--- config.mk ---
export PLATFORM = sky130hd
export DESIGN_NAME = utf8_codepoint_stream_decoder
export DESIGN_NICKNAME = d
export VERILOG_FILES = /design/src/utf8_pkg.sv /design/src/utf8_codepoint_stream_decoder.sv
export SDC_FILE = /design/constraint.sdc
export NUM_CORES = 1
export LEC_CHECK = 0
export BUFFER_PORTS_ARGS = -buffer_cell sky130_fd_sc_hd__buf_2
export CAP_MARGIN = 20
export CORE_MARGIN = 2
export CORE_UTILIZATION = 40
export DETAILED_ROUTE_END_ITERATION = 16
export SKIP_CTS_REPAIR_TIMING = 1
export SYNTH_ARGS = -nofsm -noshare
export SYNTH_HDL_FRONTEND = slang
export SYNTH_SLANG_ARGS = --single-unit
export TNS_END_PERCENT = 10
--- constraint.sdc ---
create_clock -name clk -period 6.7 [get_ports clk]
set_clock_uncertainty 0.2 [all_clocks]
set_input_delay 0.335 -clock clk [delete_from_list [all_inputs] [get_ports clk]]
set_output_delay 0.335 -clock clk [all_outputs]
set_load 0.01 [all_outputs]
--- src/utf8_pkg.sv ---
`timescale 1ns / 1ps
// ----------------------------------------------------------------------------
// utf8_pkg
// Shared constants for the UTF-8 code point stream decoder.
// ----------------------------------------------------------------------------
package utf8_pkg;

	localparam longint unsigned MAX_STRING_BYTES_DEF = 64'd65536;

	localparam int CP_W   = 21;
	localparam int POS_W  = 16;
	localparam int ADV_W  = 32;
	localparam int EMA_W  = 16;
	localparam int BYTE_W = 8;
	localparam int CNT_W  = 2;

	// lead byte classification
	localparam logic [7:0] ASCII_LIMIT = 8'h80;
	localparam logic [7:0] LEAD2_MASK  = 8'hE0;
	localparam logic [7:0] LEAD2_CODE  = 8'hC0;
	localparam logic [7:0] LEAD3_MASK  = 8'hF0;
	localparam logic [7:0] LEAD3_CODE  = 8'hE0;
	localparam logic [7:0] LEAD4_MASK  = 8'hF8;
	localparam logic [7:0] LEAD4_CODE  = 8'hF0;
	localparam logic [7:0] CONT_MASK   = 8'hC0;
	localparam logic [7:0] CONT_CODE   = 8'h80;

	// payload masks
	localparam logic [7:0] LEAD2_BITS = 8'h1F;
	localparam logic [7:0] LEAD3_BITS = 8'h0F;
	localparam logic [7:0] LEAD4_BITS = 8'h07;
	localparam logic [7:0] CONT_BITS  = 8'h3F;

	localparam logic [CP_W-1:0]  REPLACEMENT = 21'h00FFFD;
	localparam logic [ADV_W-1:0] ADV_MAX     = 32'hFFFF_FFFF;

endpackage

--- src/utf8_codepoint_stream_decoder.sv ---
`timescale 1ns / 1ps
// ----------------------------------------------------------------------------
// utf8_codepoint_stream_decoder
// Decodes a UTF-8 byte stream into code points with start offset and a
// saturating running advance total.
// ----------------------------------------------------------------------------
//  channel  | direction | handshake            | word
//  ---------+-----------+----------------------+------------------------------
//  in       | input     | in_valid / in_ready  | text_byte, final_byte
//  out      | output    | out_valid / out_ready| glyph_valid, code_point,
//           |           |                      | cluster_offset, advance_total,
//           |           |                      | run_end
//  cfg      | input     | cfg_valid / cfg_ready| glyph_advance
//
// One byte per cycle sustained unless the output stalls. A byte is held in the
// input register, is decoded against the string state, and its word (if any)
// is loaded into the output register, which raises out_valid.
// The input register keeps taking bytes while the output word waits, and
// stalls only when a byte that produces a word finds the output register full.
// Reset clears all string state and the advance register; cfg_ready is always high.
// ----------------------------------------------------------------------------
module utf8_codepoint_stream_decoder #(
	parameter longint unsigned MAX_STRING_BYTES = utf8_pkg::MAX_STRING_BYTES_DEF
) (
	input  logic                        clk,
	input  logic                        arst_n,
	input  logic                        in_valid,
	output logic                        in_ready,
	input  logic [utf8_pkg::BYTE_W-1:0] text_byte,
	input  logic                        final_byte,
	output logic                        out_valid,
	input  logic                        out_ready,
	output logic                        glyph_valid,
	output logic [utf8_pkg::CP_W-1:0]   code_point,
	output logic [utf8_pkg::POS_W-1:0]  cluster_offset,
	output logic [utf8_pkg::ADV_W-1:0]  advance_total,
	output logic                        run_end,
	input  logic                        cfg_valid,
	output logic                        cfg_ready,
	input  logic [utf8_pkg::EMA_W-1:0]  glyph_advance
);

	localparam int CP_W  = utf8_pkg::CP_W;
	localparam int POS_W = utf8_pkg::POS_W;
	localparam int ADV_W = utf8_pkg::ADV_W;
	localparam int EMA_W = utf8_pkg::EMA_W;
	localparam int CNT_W = utf8_pkg::CNT_W;

	localparam longint unsigned LIM_RAW = (MAX_STRING_BYTES == 0) ? 0 : MAX_STRING_BYTES - 1;
	localparam logic [POS_W-1:0] POS_LIMIT =
		(LIM_RAW > 64'hFFFF) ? {POS_W{1'b1}} : LIM_RAW[POS_W-1:0];

	// input register
	logic       in_vld_s1;
	logic [7:0] byte_s1;
	logic       fin_s1;

	// string state
	logic [CP_W-1:0]  partial_q;
	logic [CNT_W-1:0] expected_q;
	logic [POS_W-1:0] seq_start_q;
	logic [POS_W-1:0] byte_pos_q;
	logic             stopped_q;
	logic [ADV_W-1:0] run_adv_q;
	logic [EMA_W-1:0] em_adv_q;

	// next state / decode
	logic [CP_W-1:0]  partial_d;
	logic [CNT_W-1:0] expected_d;
	logic [POS_W-1:0] seq_start_d;
	logic             stopped_d;
	logic [ADV_W-1:0] run_adv_d;
	logic             have;
	logic             glyph;
	logic [CP_W-1:0]  cp;
	logic [POS_W-1:0] cl;
	logic [CP_W-1:0]  shifted;
	logic [ADV_W:0]   adv_sum;
	logic             emit;
	logic             step;

	always_comb begin
		partial_d   = partial_q;
		expected_d  = expected_q;
		seq_start_d = seq_start_q;
		stopped_d   = stopped_q;
		run_adv_d   = run_adv_q;
		have        = 1'b0;
		glyph       = 1'b0;
		cp          = '0;
		cl          = '0;
		shifted     = {partial_q[CP_W-7:0], byte_s1[5:0] & utf8_pkg::CONT_BITS[5:0]};
		adv_sum     = {1'b0, run_adv_q} + {{(ADV_W+1-EMA_W){1'b0}}, em_adv_q};

		if (!stopped_q) begin
			if (expected_q == '0) begin
				if (byte_s1 < utf8_pkg::ASCII_LIMIT) begin
					cp   = {{(CP_W-8){1'b0}}, byte_s1};
					cl   = byte_pos_q;
					have = 1'b1;
				end else if ((byte_s1 & utf8_pkg::LEAD2_MASK) == utf8_pkg::LEAD2_CODE) begin
					partial_d   = {{(CP_W-8){1'b0}}, byte_s1 & utf8_pkg::LEAD2_BITS};
					expected_d  = CNT_W'(1);
					seq_start_d = byte_pos_q;
				end else if ((byte_s1 & utf8_pkg::LEAD3_MASK) == utf8_pkg::LEAD3_CODE) begin
					partial_d   = {{(CP_W-8){1'b0}}, byte_s1 & utf8_pkg::LEAD3_BITS};
					expected_d  = CNT_W'(2);
					seq_start_d = byte_pos_q;
				end else if ((byte_s1 & utf8_pkg::LEAD4_MASK) == utf8_pkg::LEAD4_CODE) begin
					partial_d   = {{(CP_W-8){1'b0}}, byte_s1 & utf8_pkg::LEAD4_BITS};
					expected_d  = CNT_W'(3);
					seq_start_d = byte_pos_q;
				end else begin
					cp   = utf8_pkg::REPLACEMENT;
					cl   = byte_pos_q;
					have = 1'b1;
				end
			end else if ((byte_s1 & utf8_pkg::CONT_MASK) != utf8_pkg::CONT_CODE) begin
				cp         = utf8_pkg::REPLACEMENT;
				cl         = seq_start_q;
				have       = 1'b1;
				expected_d = '0;
				partial_d  = '0;
			end else begin
				partial_d  = shifted;
				expected_d = expected_q - CNT_W'(1);
				if (expected_q == CNT_W'(1)) begin
					cp        = shifted;
					cl        = seq_start_q;
					have      = 1'b1;
					partial_d = '0;
				end
			end
			// string ends mid-sequence: flush what was gathered
			if (!have && fin_s1 && expected_d != '0) begin
				cp         = partial_d;
				cl         = seq_start_d;
				have       = 1'b1;
				expected_d = '0;
				partial_d  = '0;
			end
			if (have) begin
				if (cp == '0) begin
					stopped_d = 1'b1;
				end else begin
					glyph     = 1'b1;
					run_adv_d = adv_sum[ADV_W] ? utf8_pkg::ADV_MAX : adv_sum[ADV_W-1:0];
				end
			end
		end
	end

	assign emit      = glyph || fin_s1;
	assign step      = in_vld_s1 && (!emit || !out_valid || out_ready);
	assign in_ready  = !in_vld_s1 || step;
	assign cfg_ready = 1'b1;

	always_ff @(posedge clk or negedge arst_n) begin
		if (!arst_n) begin
			in_vld_s1   <= 1'b0;
			partial_q   <= '0;
			expected_q  <= '0;
			seq_start_q <= '0;
			byte_pos_q  <= '0;
			stopped_q   <= 1'b0;
			run_adv_q   <= '0;
			em_adv_q    <= '0;
			out_valid   <= 1'b0;
		end else begin
			if (in_ready) begin
				in_vld_s1 <= in_valid;
			end
			if (cfg_valid) begin
				em_adv_q <= glyph_advance;
			end
			// a new word loads, or the held one stays until taken
			out_valid <= (step && emit) || (out_valid && !out_ready);
			if (step) begin
				if (fin_s1) begin
					partial_q   <= '0;
					expected_q  <= '0;
					seq_start_q <= '0;
					byte_pos_q  <= '0;
					stopped_q   <= 1'b0;
					run_adv_q   <= '0;
				end else begin
					partial_q   <= partial_d;
					expected_q  <= expected_d;
					seq_start_q <= seq_start_d;
					stopped_q   <= stopped_d;
					run_adv_q   <= run_adv_d;
					if (byte_pos_q < POS_LIMIT) begin
						byte_pos_q <= byte_pos_q + POS_W'(1);
					end
				end
			end
		end
	end

	// payload registers
	always_ff @(posedge clk) begin
		if (in_ready && in_valid) begin
			byte_s1 <= text_byte;
			fin_s1  <= final_byte;
		end
		if (step && emit) begin
			glyph_valid    <= glyph;
			code_point     <= glyph ? cp : '0;
			cluster_offset <= glyph ? cl : '0;
			advance_total  <= run_adv_d;
			run_end        <= fin_s1;
		end
	end

endmodule

After elaboration in Yosys (flattened, before gate mapping)

Index checks and enable logic that the tools add are counted.

Bits in registers: 186
Input port bits: 30
Output and inout bits: 74
Logic and storage cells: 119

Add/subtract/negate cells: 3
Order comparisons: 2
Equality and inequality tests: 6
Multiplexer cells: 68
Bitwise gates (word level): 1
Reduce and logical (&&, ||, !) cells: 23

Operator list:

| cell                                                                | number |
|---|---|
| 16-bit two-way mux                                                  | 21 |
| 21-bit two-way mux                                                  | 15 |
| 32-bit two-way mux                                                  | 5 |
| 32-bit by 16-bit adder with 33-bit output                           | 1 |
| 21-bit zero test                                                    | 1 |
| 2-bit two-way mux                                                   | 10 |
| 1-bit two-way mux                                                   | 17 |
| 16-bit by 1-bit adder with 16-bit output (second input constant)    | 1 |
| 16-bit < comparator (second input constant)                         | 1 |
| 8-bit < comparator (second input constant)                          | 1 |
| 1-bit logical AND                                                   | 6 |
| 5-bit == test (second input constant)                               | 1 |
| 1-bit zero test                                                     | 5 |
| 1-bit logical OR                                                    | 5 |
| 4-bit == test (second input constant)                               | 1 |
| 2-bit != test (second input constant)                               | 2 |
| 2-bit AND reduction                                                 | 2 |
| 2-bit nonzero test                                                  | 2 |
| 3-bit == test (second input constant)                               | 1 |
| 2-bit by 1-bit == test with 1-bit output (second input constant)    | 1 |
| 2-bit zero test                                                     | 1 |
| 2-bit OR reduction                                                  | 1 |
| 2-bit by 1-bit subtractor with 2-bit output (second input constant) | 1 |
| 1-bit NOT                                                           | 1 |

Logic depth before layout (Yosys ltp)

Depth after elaboration: 23
Mapped depth: 16
Gate-level depth less buffers: 12

Worst setup path before layout

OpenSTA, ideal clock, no wires.

Path kind: reg2reg
From: register expected_q[0]
To: register out_valid
Library setup time: 0.086 ns
Arrival time: 6.488 ns
Required time: 6.414 ns
Path slack: -0.074 ns
Stages on the path, launching flop included: 13
Buffers on the path: 1
Period minus slack after synthesis: 6.774 ns
Cell sequence: dfrtp_1 -> inv_1 -> ha_1 -> or3b_1 -> a21oi_2 -> a311o_2 -> o211ai_4 -> or3_1 -> a211o_1 -> o21a_1 -> buf_2 -> a21oi_1 -> or2_2

Word-level cells in the longest chain between the ends: 21
Elaborated cells on any way between the ends: 39
Those cells by class: 1 x add/sub; 1 x eq/ne; 24 x mux; 13 x reduce/logical

RTL lines:

| what                                                                          | line                                                                       | RTL |
|---|---|---|
| start, declared                                                               | utf8_codepoint_stream_decoder.sv:60                                        | `logic [CNT_W-1:0] expected_q;` |
| start signal, assigned                                                        | utf8_codepoint_stream_decoder.sv:188                                       | `expected_q <= expected_d;` |
| 2-bit two-way mux or 2-bit by 1-bit == test with 1-bit output (tied branches) | utf8_codepoint_stream_decoder.sv:109, utf8_codepoint_stream_decoder.sv:127 |  |
| 2-bit two-way mux or 1-bit two-way mux (tied branches)                        | utf8_codepoint_stream_decoder.sv:105, utf8_codepoint_stream_decoder.sv:127 |  |
| 2-bit two-way mux or 1-bit two-way mux (tied branches)                        | utf8_codepoint_stream_decoder.sv:101, utf8_codepoint_stream_decoder.sv:118 |  |
| 2-bit two-way mux or 1-bit two-way mux (tied branches)                        | utf8_codepoint_stream_decoder.sv:97, utf8_codepoint_stream_decoder.sv:96   |  |
| 2-bit two-way mux or 1-bit two-way mux (tied branches)                        | utf8_codepoint_stream_decoder.sv:96, utf8_codepoint_stream_decoder.sv:95   |  |
| 2-bit two-way mux or 1-bit zero test (tied branches)                          | utf8_codepoint_stream_decoder.sv:95, utf8_codepoint_stream_decoder.sv:135  |  |
| 2-bit nonzero test or 1-bit logical AND (tied branches)                       | utf8_codepoint_stream_decoder.sv:135                                       | `if (!have && fin_s1 && expected_d != '0) begin` |
| 1-bit logical AND                                                             | utf8_codepoint_stream_decoder.sv:135                                       |  |
| (+4 left out)                                                                 | -                                                                          |  |
| 1-bit two-way mux (*)                                                         | utf8_codepoint_stream_decoder.sv:142                                       | `if (have) begin` |
| 1-bit two-way mux (*)                                                         | utf8_codepoint_stream_decoder.sv:95                                        | `if (!stopped_q) begin` |
| 1-bit logical OR (*)                                                          | utf8_codepoint_stream_decoder.sv:153                                       | `assign emit = glyph \|\| fin_s1;` |
| 1-bit zero test                                                               | utf8_codepoint_stream_decoder.sv:154                                       | `assign step = in_vld_s1 && (!emit \|\| !out_valid \|\| out_ready);` |
| 1-bit logical OR (2 in a row)                                                 | utf8_codepoint_stream_decoder.sv:154                                       |  |
| 1-bit logical AND                                                             | utf8_codepoint_stream_decoder.sv:154                                       |  |
| 1-bit logical AND (*)                                                         | utf8_codepoint_stream_decoder.sv:177                                       | `out_valid <= (step && emit) \|\| (out_valid && !out_ready);` |
| 1-bit logical OR (*)                                                          | utf8_codepoint_stream_decoder.sv:177                                       |  |
| end signal, assigned                                                          | utf8_codepoint_stream_decoder.sv:177                                       |  |
| end, declared                                                                 | utf8_codepoint_stream_decoder.sv:31                                        | `output logic out_valid,` |

Mark *: on every way between the ends. The rest lies on a longest branch, timed or not. The select of a mux whose other input is x is not followed.
A chain may end at the register's enable or synchronous reset.

Worst setup path after layout

From: register expected_q[0]
To: output in_ready

Word-level cells in the longest chain between the ends: 20
Elaborated cells on any way between the ends: 38
Those cells by class: 1 x add/sub; 1 x eq/ne; 24 x mux; 12 x reduce/logical

RTL lines:

| what                                                                          | line                                                                       | RTL |
|---|---|---|
| 2-bit two-way mux or 2-bit by 1-bit == test with 1-bit output (tied branches) | utf8_codepoint_stream_decoder.sv:109, utf8_codepoint_stream_decoder.sv:127 |  |
| 2-bit two-way mux or 1-bit two-way mux (tied branches)                        | utf8_codepoint_stream_decoder.sv:105, utf8_codepoint_stream_decoder.sv:127 |  |
| 2-bit two-way mux or 1-bit two-way mux (tied branches)                        | utf8_codepoint_stream_decoder.sv:101, utf8_codepoint_stream_decoder.sv:118 |  |
| 2-bit two-way mux or 1-bit two-way mux (tied branches)                        | utf8_codepoint_stream_decoder.sv:97, utf8_codepoint_stream_decoder.sv:96   |  |
| 2-bit two-way mux or 1-bit two-way mux (tied branches)                        | utf8_codepoint_stream_decoder.sv:96, utf8_codepoint_stream_decoder.sv:95   |  |
| 2-bit two-way mux or 1-bit zero test (tied branches)                          | utf8_codepoint_stream_decoder.sv:95, utf8_codepoint_stream_decoder.sv:135  |  |
| 2-bit nonzero test or 1-bit logical AND (tied branches)                       | utf8_codepoint_stream_decoder.sv:135                                       |  |
| 1-bit logical AND                                                             | utf8_codepoint_stream_decoder.sv:135                                       |  |
| (+3 left out)                                                                 | -                                                                          |  |
| 1-bit two-way mux                                                             | utf8_codepoint_stream_decoder.sv:143                                       | `if (cp == '0) begin` |
| 1-bit two-way mux (*)                                                         | utf8_codepoint_stream_decoder.sv:142                                       |  |
| 1-bit two-way mux (*)                                                         | utf8_codepoint_stream_decoder.sv:95                                        |  |
| 1-bit logical OR (*)                                                          | utf8_codepoint_stream_decoder.sv:153                                       |  |
| 1-bit zero test (*)                                                           | utf8_codepoint_stream_decoder.sv:154                                       |  |
| 1-bit logical OR (*) (2 in a row)                                             | utf8_codepoint_stream_decoder.sv:154                                       |  |
| 1-bit logical AND (*)                                                         | utf8_codepoint_stream_decoder.sv:154                                       |  |
| 1-bit logical OR (*)                                                          | utf8_codepoint_stream_decoder.sv:155                                       | `assign in_ready = !in_vld_s1 \|\| step;` |
| end, declared                                                                 | utf8_codepoint_stream_decoder.sv:28                                        | `output logic in_ready,` |

Marked as above.

==> metrics <==
status finished, final reports clean; crit path kind register to primary output; sequential-to-total area share from yosys stat 49.9%; maximum vdd drop 0.000284 V; Flop pwr share 36.1%; Hold Startpoint out_ready; DR iter-0 viols 583; vias in the first global route 8070; Buffers on Ports 102; Setup WS post-layout 1600 ps; slew margin rel. 28.0%; dpl ws 1700 ps; Clock Pin Slew Worst Setup and Hold Paths 70 ps; Reg2Reg Setup Slack 1610 ps; WL final 27.6 mm; Synth Cell Area 0.0101 mm^2; final period utilization 76.1%; Setup crit start kind register; Final nets 1134; Clock power frac 20.6%; H-Tree Depth 4; DIE WIDTH 163 um; Area growth syn-to-layout 16.4%; Final Instance Count excl. Fillers 1427; Die Y 163 um; Comb pwr share 43.3%; CP max FO 42; post-route core utilization 47.1%; CP endpoint kind primary output; reg2reg start expected_q[0]$_DFFE_PN0P_; P_sw 2.07 mW; final setup vio count 0; Power Dens Cells 441 mW/mm^2; Placed Cells 1368; min Tclk post-route 5100 ps; total die area 0.0266 mm^2; share of the synthesized area in the top cell type 26.2%; CTS tree built; via count 8404; Post-synth EDFFs 80; Ys Warns 0; Seq cells post-synth 186; core area 0.0250 mm^2; n_diodes 0; synth top area cells dfrtp_1, edfxtp_1, nand2_1, o21ai_0, ha_1; Slew Limit Fails 0; Synth Flop Type dfrtp_1; Post-synth ARST share 57.0%; per-cell routed wire length 19.4 um; total CTS buffers 17; routability cong. 0.940; placed cell area 0.0109 mm^2; initial antenna violation count 0; PnR Total Power 5.20 mW; Fin Setup TNS 0 ps; global-route wire length before repair 44.3 mm; Syn Area/Cell 10.3 um^2; largest area contributor in the netlist dfrtp_1; hpwl dp 18.3 mm; hold path cells 4; clk buf depth 2; antenna-violating nets left 0; share of layout cells above drive strength 1 18.8%; Worst-Skew Late Latency 440 ps; max_cap viols 0; Final Hold Fails 0; Worst Reg-to-Reg Cells 12; Overflow after GRT 0; FF-to-FF End run_adv_q[0]$_DFFE_PN0P_; DRC Markers 0; Sw Ratio 39.8%; Top-Level Pins 104; All-Layer GR Usage 21.2%; Vias/cell 5.89; RSZ-0062 raised after global routing false; Leak Pwr 4.89 nW; final hold slack 133 ps; DR pass1 iterations 5; clock root buffer clkbuf_16; fmax 196 MHz; critical path required time 6160 ps; actual slew at the worst max-slew pin 1080 ps; Pint 3.13 mW; TritonCTS Sinks 186; largest net degree at the start of global routing 94; hold crit path type input port to register; Hold EP in_vld_s1$_DFFE_PN0P_; Starting Density 40.4%; Rows 58; synth unique cells 83; syn nets 1034; worst path arrival time 4570 ps; Gate Count Post-Synth 984; Final Cell Area 0.0118 mm^2
==> critical path, cell delays in order, from the launching register on <==
cell and delay [ps]:
dfrtp_1 410, inv_1 120, ha_1 720, o21a_1 490, buf_4 300, o31ai_1 130
a2bb2oi_1 160, nor4_1 340, o22ai_2 240, o21ai_4 230, buf_4 460, inv_2 60
o211ai_1 250, buf_2 210
==> power groups by stage <==
stage	Clock [mW]	Combinational, mW	Sequential [mW]
after floorplan	0	1.52	1.93
after global placement	0	2.20	1.90
after detailed placement	0	2.23	1.89
after CTS	1.09	2.24	1.88
after global routing	1.14	2.47	1.92
final	1.07	2.25	1.88
==> cell usage after synthesis, types with 10 or more instances <==
cell type / number
o211ai_1: 10
nor3_1: 12
mux2_2: 17
a21o_1: 11
inv_1: 12
nor2b_1: 22
or3_1: 10
a31oi_1: 30
a22o_1: 24
buf_2: 22
edfxtp_1: 80
o311ai_0: 12
and3_1: 16
clkbuf_1: 27
nor2_1: 61
o21ai_0: 65
ha_1: 19
nand2_1: 103
a22oi_1: 31
nand3_1: 41
o31ai_1: 10
mux2_4: 13
a21oi_1: 47
dfrtp_1: 106
and2_1: 15
o21a_1: 13
==> cell usage in the layout (no fill, tap or decap), types with 13 or more instances in the layout <==
cell,instances
dlygate4sd3_1,27
buf_4,15
mux2_4,13
nor2_1,60
mux2_2,17
ha_1,19
a21oi_1,46
dfrtp_1,106
buf_2,101
a31oi_1,30
clkbuf_16,18
o21ai_0,65
nand3_1,41
and3_1,16
and2_1,15
edfxtp_1,80
a22o_1,24
nor2b_1,22
nand2_1,103
a22oi_1,31
==> state kept, by name (all words and copies together), names as in the netlist, 2 cells and up <==
name            cells
advance_total      32
byte_pos_q         16
byte_s1             8
cluster_offset     16
code_point         21
em_adv_q           16
expected_q          2
partial_q          21
run_adv_q          32
seq_start_q        16
==> worst max-delay path by stage <==
stage                     depth (start not counted)                          to  slack (ps)                 startpoint
after floorplan                                  11  advance_total[0]$_DFFE_PP_        1550  expected_q[0]$_DFFE_PN0P_
after global placement                           12    run_adv_q[1]$_DFFE_PN0P_        1760  expected_q[0]$_DFFE_PN0P_
after detailed placement                         12    run_adv_q[0]$_DFFE_PN0P_        1700  expected_q[0]$_DFFE_PN0P_
after CTS                                        13                    in_ready        1660  expected_q[0]$_DFFE_PN0P_
after global routing                             13                    in_ready        1310  expected_q[0]$_DFFE_PN0P_
final                                            13                    in_ready        1600  expected_q[0]$_DFFE_PN0P_
==> layout make-up <==
class / count / area [um^2]
Fill cell: 2358 / 13300
Sequential cell: 186 / 5050
Multi-Input combinational cell: 720 / 4730
Timing Repair Buffer: 144 / 908
Clock buffer: 23 / 499
Tap cell: 330 / 413
Clock inverter: 9 / 121
Inverter: 15 / 56.3
==> layer usage <==
layer / track usage (%) / up-vias / wire length (um)
met5: 0 / - / 0
met4: 6.68 / 0 / 507
met3: 3.07 / 39 / 1600
met2: 33.2 / 309 / 12700
met1: 30.4 / 4107 / 12800
li1: - / 3949 / -
==> cell families (layout without fill, tap and decap cells) <==
logic type	count (synthesis)	count (layout)	share of synthesized area, %
AO/OA/AOI/OAI	331	331	23.3
XOR/XNOR	9	9	0.779
adder cells (fa/ha/maj)	20	20	2.55
buffers and inverters	78	191	3.46
flip-flops	186	186	49.9
multiplexers	30	30	3.82
other	1	1	0.0370
AND/OR/NAND/NOR	329	329	16.1
No activity file was read; power rests on OpenSTA's default activity.
